File: src/rtl/sha256_pkg.sv
`timescale 1ns / 1ps
package sha256_pkg;

    localparam logic [31:0] ROUND_K [64] = '{
        32'h428a2f98, 32'h71374491, 32'hb5c0fbcf, 32'he9b5dba5,
        32'h3956c25b, 32'h59f111f1, 32'h923f82a4, 32'hab1c5ed5,
        32'hd807aa98, 32'h12835b01, 32'h243185be, 32'h550c7dc3,
        32'h72be5d74, 32'h80deb1fe, 32'h9bdc06a7, 32'hc19bf174,
        32'he49b69c1, 32'hefbe4786, 32'h0fc19dc6, 32'h240ca1cc,
        32'h2de92c6f, 32'h4a7484aa, 32'h5cb0a9dc, 32'h76f988da,
        32'h983e5152, 32'ha831c66d, 32'hb00327c8, 32'hbf597fc7,
        32'hc6e00bf3, 32'hd5a79147, 32'h06ca6351, 32'h14292967,
        32'h27b70a85, 32'h2e1b2138, 32'h4d2c6dfc, 32'h53380d13,
        32'h650a7354, 32'h766a0abb, 32'h81c2c92e, 32'h92722c85,
        32'ha2bfe8a1, 32'ha81a664b, 32'hc24b8b70, 32'hc76c51a3,
        32'hd192e819, 32'hd6990624, 32'hf40e3585, 32'h106aa070,
        32'h19a4c116, 32'h1e376c08, 32'h2748774c, 32'h34b0bcb5,
        32'h391c0cb3, 32'h4ed8aa4a, 32'h5b9cca4f, 32'h682e6ff3,
        32'h748f82ee, 32'h78a5636f, 32'h84c87814, 32'h8cc70208,
        32'h90befffa, 32'ha4506ceb, 32'hbef9a3f7, 32'hc67178f2
    };

    localparam logic [31:0] INIT_H [8] = '{
        32'h6a09e667, 32'hbb67ae85, 32'h3c6ef372, 32'ha54ff53a,
        32'h510e527f, 32'h9b05688c, 32'h1f83d9ab, 32'h5be0cd19
    };

    localparam logic [7:0] PAD_BYTE = 8'h80;
    localparam logic [5:0] LEN_OFFSET = 6'd56;

    typedef struct packed {
        logic load_word;
        logic start_block;
        logic round_step;
        logic finish_block;
        logic reset_chain;
        logic [5:0] index;
    } dp_cmd_t;

    function automatic logic [31:0] ror32(input logic [31:0] x, input int n);
        ror32 = (x >> n) | (x << (32 - n));
    endfunction

endpackage

File: src/rtl/sha256_dp.sv
`timescale 1ns / 1ps
module sha256_dp
(
    input  logic                  clk,
    input  logic                  rst_n,
    input  sha256_pkg::dp_cmd_t   cmd,
    input  logic [31:0]           load_data,
    input  logic [2:0]            out_sel,
    output logic [31:0]           chain_out
);
    import sha256_pkg::*;

    logic [31:0] chain_reg [8];
    logic [31:0] chain_next [8];
    logic [31:0] v_reg [8];
    logic [31:0] v_next [8];
    logic [31:0] w_reg [16];
    logic [31:0] w_next [16];
    logic [31:0] w_cur;
    logic [31:0] w_new;
    logic [31:0] t1;
    logic [31:0] t2;

    always_comb
    begin
        w_new = w_reg[0]
            + (ror32(w_reg[1], 7) ^ ror32(w_reg[1], 18) ^ (w_reg[1] >> 3))
            + w_reg[9]
            + (ror32(w_reg[14], 17) ^ ror32(w_reg[14], 19) ^ (w_reg[14] >> 10));
        w_cur = w_reg[0];
        t1 = v_reg[7] + (ror32(v_reg[4], 6) ^ ror32(v_reg[4], 11) ^ ror32(v_reg[4], 25))
            + ((v_reg[4] & v_reg[5]) ^ (~v_reg[4] & v_reg[6]))
            + ROUND_K[cmd.index] + w_cur;
        t2 = (ror32(v_reg[0], 2) ^ ror32(v_reg[0], 13) ^ ror32(v_reg[0], 22))
            + ((v_reg[0] & v_reg[1]) ^ (v_reg[0] & v_reg[2]) ^ (v_reg[1] & v_reg[2]));
        w_next = w_reg;
        v_next = v_reg;
        chain_next = chain_reg;
        if (cmd.load_word)
        begin
            for (int i = 0; i < 15; i++)
            begin
                w_next[i] = w_reg[i + 1];
            end
            w_next[15] = load_data;
        end
        if (cmd.start_block)
        begin
            v_next = chain_reg;
        end
        if (cmd.round_step)
        begin
            for (int i = 0; i < 15; i++)
            begin
                w_next[i] = w_reg[i + 1];
            end
            w_next[15] = w_new;
            v_next[7] = v_reg[6];
            v_next[6] = v_reg[5];
            v_next[5] = v_reg[4];
            v_next[4] = v_reg[3] + t1;
            v_next[3] = v_reg[2];
            v_next[2] = v_reg[1];
            v_next[1] = v_reg[0];
            v_next[0] = t1 + t2;
        end
        if (cmd.finish_block)
        begin
            for (int i = 0; i < 8; i++)
            begin
                chain_next[i] = chain_reg[i] + v_reg[i];
            end
        end
        if (cmd.reset_chain)
        begin
            chain_next = INIT_H;
        end
    end

    always_ff @(posedge clk or negedge rst_n)
    begin
        if (!rst_n)
        begin
            chain_reg <= INIT_H;
        end
        else
        begin
            chain_reg <= chain_next;
        end
    end

    always_ff @(posedge clk)
    begin
        v_reg <= v_next;
        w_reg <= w_next;
    end

    assign chain_out = chain_reg[out_sel];

endmodule

File: src/rtl/sha256_ctrl.sv
`timescale 1ns / 1ps
module sha256_ctrl
(
    input  logic                  clk,
    input  logic                  rst_n,
    input  logic                  s_tvalid,
    output logic                  s_tready,
    input  logic [7:0]            s_byte,
    input  logic                  s_present,
    input  logic                  s_end,
    output sha256_pkg::dp_cmd_t   cmd,
    output logic [31:0]           load_data,
    output logic [2:0]            out_sel,
    output logic                  m_tvalid,
    input  logic                  m_tready,
    output logic                  m_last
);
    import sha256_pkg::*;

    typedef enum logic [5:0] {
        S_IDLE  = 6'b000001,
        S_PAD   = 6'b000010,
        S_LOAD  = 6'b000100,
        S_ROUND = 6'b001000,
        S_FIN   = 6'b010000,
        S_OUT   = 6'b100000
    } state_t;

    state_t state_reg, state_next;
    logic [5:0] fill_reg, fill_next;
    logic [60:0] total_reg, total_next;
    logic [5:0] idx_reg, idx_next;
    logic [2:0] osel_reg, osel_next;
    logic padding_reg, padding_next;
    logic pad_first_reg, pad_first_next;
    logic tail_reg, tail_next;
    logic [23:0] word_reg, word_next;
    logic [63:0] bit_len;
    logic [7:0] pad_val;
    logic [7:0] push_val;
    logic push;

    assign bit_len = {total_reg, 3'b000};

    always_comb
    begin
        if (pad_first_reg)
        begin
            pad_val = PAD_BYTE;
        end
        else if (tail_reg && fill_reg >= LEN_OFFSET)
        begin
            pad_val = bit_len[6'(63 - 8 * int'(fill_reg - LEN_OFFSET)) -: 8];
        end
        else
        begin
            pad_val = 8'h00;
        end
    end

    always_comb
    begin
        state_next = state_reg;
        fill_next = fill_reg;
        total_next = total_reg;
        idx_next = idx_reg;
        osel_next = osel_reg;
        padding_next = padding_reg;
        pad_first_next = pad_first_reg;
        tail_next = tail_reg;
        word_next = word_reg;
        cmd = '0;
        s_tready = 1'b0;
        m_tvalid = 1'b0;
        m_last = 1'b0;
        push = 1'b0;
        push_val = s_byte;
        case (state_reg)
            S_IDLE:
            begin
                s_tready = 1'b1;
                if (s_tvalid)
                begin
                    if (s_present)
                    begin
                        push = 1'b1;
                        total_next = total_reg + 61'd1;
                    end
                    if (s_end)
                    begin
                        padding_next = 1'b1;
                        pad_first_next = 1'b1;
                        if (!s_present || fill_reg != 6'd63)
                        begin
                            state_next = S_PAD;
                        end
                    end
                end
            end
            S_PAD:
            begin
                push = 1'b1;
                push_val = pad_val;
                pad_first_next = 1'b0;
                if (pad_first_reg && fill_reg < LEN_OFFSET)
                begin
                    tail_next = 1'b1;
                end
            end
            S_LOAD:
            begin
                state_next = S_ROUND;
                idx_next = 6'd0;
                cmd.start_block = 1'b1;
            end
            S_ROUND:
            begin
                cmd.round_step = 1'b1;
                cmd.index = idx_reg;
                idx_next = idx_reg + 6'd1;
                if (idx_reg == 6'd63)
                begin
                    state_next = S_FIN;
                end
            end
            S_FIN:
            begin
                cmd.finish_block = 1'b1;
                if (padding_reg && tail_reg)
                begin
                    state_next = S_OUT;
                    osel_next = 3'd0;
                    padding_next = 1'b0;
                    tail_next = 1'b0;
                end
                else if (padding_reg)
                begin
                    state_next = S_PAD;
                    if (!pad_first_reg)
                    begin
                        tail_next = 1'b1;
                    end
                end
                else
                begin
                    state_next = S_IDLE;
                end
            end
            S_OUT:
            begin
                m_tvalid = 1'b1;
                m_last = (osel_reg == 3'd7);
                if (m_tready)
                begin
                    osel_next = osel_reg + 3'd1;
                    if (osel_reg == 3'd7)
                    begin
                        cmd.reset_chain = 1'b1;
                        total_next = '0;
                        fill_next = '0;
                        state_next = S_IDLE;
                    end
                end
            end
            default:
            begin
                state_next = S_IDLE;
            end
        endcase
        load_data = {word_reg, push_val};
        if (push)
        begin
            fill_next = fill_reg + 6'd1;
            word_next = {word_reg[15:0], push_val};
            if (fill_reg[1:0] == 2'b11)
            begin
                cmd.load_word = 1'b1;
            end
            if (fill_reg == 6'd63)
            begin
                state_next = S_LOAD;
            end
        end
    end

    always_ff @(posedge clk or negedge rst_n)
    begin
        if (!rst_n)
        begin
            state_reg <= S_IDLE;
            fill_reg <= '0;
            total_reg <= '0;
            idx_reg <= '0;
            osel_reg <= '0;
            padding_reg <= 1'b0;
            pad_first_reg <= 1'b0;
            tail_reg <= 1'b0;
        end
        else
        begin
            state_reg <= state_next;
            fill_reg <= fill_next;
            total_reg <= total_next;
            idx_reg <= idx_next;
            osel_reg <= osel_next;
            padding_reg <= padding_next;
            pad_first_reg <= pad_first_next;
            tail_reg <= tail_next;
        end
    end

    always_ff @(posedge clk)
    begin
        word_reg <= word_next;
    end

    assign out_sel = osel_reg;

endmodule

File: src/rtl/sha256_message_hasher_top.sv
`timescale 1ns / 1ps
// Bytes are taken one per cycle until a block fills; each full block then goes through one load,
// 64 rounds on the single round unit and one chaining add, and no byte is taken meanwhile.
// End of message adds padding at one byte per cycle plus one or two block compressions, then
// the eight digest words, one per accepted item.
// Reset (rst_n low, asynchronous) loads the initial hash values and clears all counts.
module sha256_message_hasher_top
(
    input  logic        clk,
    input  logic        rst_n,
    input  logic        s_tvalid,
    output logic        s_tready,
    input  logic [7:0]  s_tdata,    // message_byte
    input  logic [1:0]  s_tuser,    // byte_present, end_of_message
    output logic        m_tvalid,
    input  logic        m_tready,
    output logic [31:0] m_tdata,    // digest_word
    output logic        m_tlast
);
    import sha256_pkg::*;

    dp_cmd_t cmd;
    logic [31:0] load_data;
    logic [2:0] out_sel;

    sha256_ctrl u_ctrl
    (
        .clk       (clk),
        .rst_n     (rst_n),
        .s_tvalid  (s_tvalid),
        .s_tready  (s_tready),
        .s_byte    (s_tdata),
        .s_present (s_tuser[0]),
        .s_end     (s_tuser[1]),
        .cmd       (cmd),
        .load_data (load_data),
        .out_sel   (out_sel),
        .m_tvalid  (m_tvalid),
        .m_tready  (m_tready),
        .m_last    (m_tlast)
    );

    sha256_dp u_dp
    (
        .clk       (clk),
        .rst_n     (rst_n),
        .cmd       (cmd),
        .load_data (load_data),
        .out_sel   (out_sel),
        .chain_out (m_tdata)
    );

endmodule

File: config.mk
export PLATFORM = sky130hd
export DESIGN_NAME = sha256_message_hasher_top
export DESIGN_NICKNAME = d
export VERILOG_FILES = /design/src/rtl/sha256_pkg.sv /design/src/rtl/sha256_dp.sv /design/src/rtl/sha256_ctrl.sv /design/src/rtl/sha256_message_hasher_top.sv
export SDC_FILE = /design/constraint.sdc
export NUM_CORES = 2
export LEC_CHECK = 0
export ABC_AREA = 1
export BUFFER_PORTS_ARGS = -buffer_cell sky130_fd_sc_hd__buf_2
export CORE_MARGIN = 4
export CORE_UTILIZATION = 47
export DETAILED_ROUTE_END_ITERATION = 7
export HOLD_SLACK_MARGIN = 0.02
export SLEW_MARGIN = 5
export SYNTH_ARGS = -nofsm -noshare
export SYNTH_HDL_FRONTEND = slang
export SYNTH_SLANG_ARGS = --single-unit
File: constraint.sdc
create_clock -name clk -period 16.71 [get_ports clk]
set_clock_uncertainty 0.15 [all_clocks]
set_input_delay 0.8355 -clock clk [delete_from_list [all_inputs] [get_ports clk]]
set_output_delay 0.8355 -clock clk [all_outputs]
set_load 0.05 [all_outputs]
==> flow_metrics.py <==
metrics = {
    "placed_design": {
        "dpl_worst_slack_ns": 6.37,
        "gp_congestion": 1.04,
        "dp_hpwl_mm": 237,
        "io_buffers": 48,
    },
    "critical_path": {
        "startpoint": "u_ctrl.state_reg[5]",
        "worstPathMaxFanout": 12,
        "cp.required_ns": 17.08,
        "r2r_cells": 40,
        "crit_path_end_kind": "register",
        "path_class": "reg2reg",
        "path_depth": 40,
        "cp_data_arrival_time_ns": 10.97,
        "cp_slowest_cell": "o31ai_1",
        "rr_startpoint": "u_ctrl.state_reg[5]",
        "critPathMaxStageDelay_ns": 0.88,
        "critical_path_buf_inv_count": 9,
        "path_delay_family": "adder cells",
        "startpoint_type": "register",
    },
    "yosys": {
        "seq_area_frac_synth_pct": 43.1,
        "synth.area.top_cells": "edfxtp_1 32%, nand2_1 8.7%, ha_1 6.7%, inv_1 6.2%, o21ai_0 6.1%",
        "yosys-top-cells-count": "1,700 x nand2_1, 1,214 x inv_1, 896 x o21ai_0, 792 x edfxtp_1, 663 x a21oi_1",
        "synth_flop_cell": "edfxtp_1",
        "synth-seq-cells": 1101,
        "synth.most_common_cell": "nand2_1",
        "synth_edf_count": 792,
        "synthArstFlopShare_pct": 28.1,
        "netlist_area_mm2": 0.0736,
        "synth_cells": 8599,
        "yosysTopAreaCell": "edfxtp_1",
        "avgSynthCellArea_um2": 8.56,
        "yosysWarnings": 0,
        "synth_nets": 9202,
        "synth.top_cell.area_share_pct": 32.3,
        "post_synth_num_cell_types": 63,
    },
    "detailed_routing": {
        "avgRoutedWirePerCell_um": 28.2,
        "drc": 0,
        "first_pass_iters": 8,
        "viasPerCell": 6.01,
        "ant_nets": 0,
        "num_vias": 64600,
        "routed_wl_mm": 302,
        "drtIter0Drc": 8212,
    },
    "timing": {
        "finalWorstPathRequiredPeriod_ns": 10.59,
        "worst_pin_slew_ns": 1.22,
        "timing.final.ws_setup_ns": 6.12,
        "finalCritPeriodShare_pct": 63.4,
        "rsz0062_at_grt": "false",
        "slew_violations": 0,
        "setup_violations": 0,
        "final.setup.tns_ns": 0,
        "fmax_ghz": 0.0944,
        "hold_viol": 0,
        "slew_headroom_pct": 17.5,
    },
    "floorplanning": {
        "fp.dieH_um": 404,
        "die_w_um": 404,
        "start_util_pct": 47.5,
        "ios": 49,
        "die_area_mm2": 0.163,
        "core.rowCount": 144,
        "core-area_mm2": 0.155,
    },
    "final_layout": {
        "fin_nets": 9182,
        "drive_gt1_share_pct": 6.16,
        "area_delta_synth_final_pct": 9.36,
        "largest_reg_flops": 480,
    },
    "worst_hold_path": {
        "hold_path_depth": 0,
        "hp-class": "reg2reg",
        "min_from": "u_dp.w_reg[263]",
    },
    "global_routing": {
        "antenna_found_initial": 16,
        "grt_pass1_wl_mm": 430,
        "grt_use_total_pct": 36.5,
        "grt_pass1_vias": 60800,
        "grt_max_degree": 211,
        "overflow": 0,
    },
    "cts": {
        "cts_tree": "yes",
        "max-clock-path-buffers": 3,
        "cts_buffers": 131,
        "htree_levels": 4,
        "cts_sinks": 1101,
        "postCtsSetupRepairBufs": 0,
        "worstSkewPairLatency_ns": 0.80,
        "clk_pin_slew_ns": 0.07,
        "cts_root_buf": "clkbuf_16",
    },
    "power_and_ir_drop": {
        "total_power_mw": 8.02,
        "powerDensity_mw_per_mm2": 99.7,
        "leakage_nw": 36.6,
        "ir_drop_mv": 0.0978,
    },
    "run": {
        "maxCapViolations": 0,
    },
    "outcome": {
        "status": "complete, no violations",
    },
}
placed cells by master (no fill, tap or decap), types with 46 or more instances in the layout:
cell type and count:
nor3_1 105, xor2_1 250, o22ai_1 114, clkbuf_16 131
a31oi_1 72, xnor2_1 153, dfrtp_1 170, dfstp_2 137
a21oi_1 663, fa_1 195, inv_1 1209, nand4_1 73
buf_4 58, nand3_1 334, a21o_1 56, buf_2 47
nand2_1 1698, o21bai_1 46, edfxtp_1 792, o21ai_0 895
nor2_1 578, ha_1 394
per-stage QoR:
step	util (%)	cells	cell area (µm²)	hold WS, ns
after floorplan	-	8599	73600	0.250
after global placement	49.1	10500	75900	0.250
after detailed placement	49.1	10500	75900	0.255
after CTS	52.0	10700	80400	0.188
after global routing	52.0	10700	80400	0.213
final	52.0	10700	80500	0.232
logic make-up after synthesis:
| group | Yosys count | synth area share, % |
|---|---|---|
| compound gates | 2104 | 16.0 |
| xor+xnor | 403 | 4.80 |
| fa+ha+maj | 609 | 12.3 |
| buf+inv | 1483 | 7.63 |
| flops | 1101 | 43.1 |
| simple gates | 2899 | 16.2 |
final cells by class:
class / count / area, µm²
Clock buffer: 166 / 3490
Sequential cell: 1101 / 31700
Clock inverter: 75 / 1010
Fill cell: 14600 / 74300
Tap cell: 2044 / 2560
Timing Repair Buffer: 111 / 776
Inverter: 1219 / 4590
Multi-Input combinational cell: 6015 / 36300
Antenna cell: 6 / 15.0
power breakdown:
group / internal (mW) / switching [mW]
Combinational: 0.577 / 1.21
Sequential: 3.11 / 0.130
Clock: 1.72 / 1.28
Total: 5.40 / 2.62
worst reg2reg max path, delay by kind of cell, from the launching register on:
family,cells,cell delay [ns]
and+or+nand+nor,17,2.96
DFF,1,0.44
adders and majority gates,7,3.07
buffers and inverters,9,0.94
xor gates and xnor gates,1,0.41
AOI/OAI and AO/OA,6,2.37
per-layer routing:
| layer | up-vias | global-route usage [%] | wire length [µm] |
|---|---|---|---|
| met5 | - | 0 | 48 |
| met4 | 8 | 17.5 | 17900 |
| met3 | 673 | 8.01 | 31200 |
| met2 | 3571 | 53.7 | 127000 |
| met1 | 31300 | 51.1 | 126000 |
| li1 | 29000 | - | - |
repair_timing:
| action | in CTS | in global routing |
|---|---|---|
| hold endpoints to repair | 43 | 0 |
| hold buffers | 1 | 0 |
| gates resized for setup | 0 | 0 |
worst paths after layout:
check | to | slack [ns]
min | u_dp.w_reg[295] | 0.23
max | u_dp.v_reg[251] | 6.12
min reg2reg | u_dp.w_reg[295] | 0.23
max in group asynchronous | u_ctrl.out_sel[0] | 13.75
max reg2reg | u_dp.v_reg[251] | 6.12
min in group asynchronous | u_dp.chain_reg[242] | 0.43
Power figures use the tool's default switching activity.
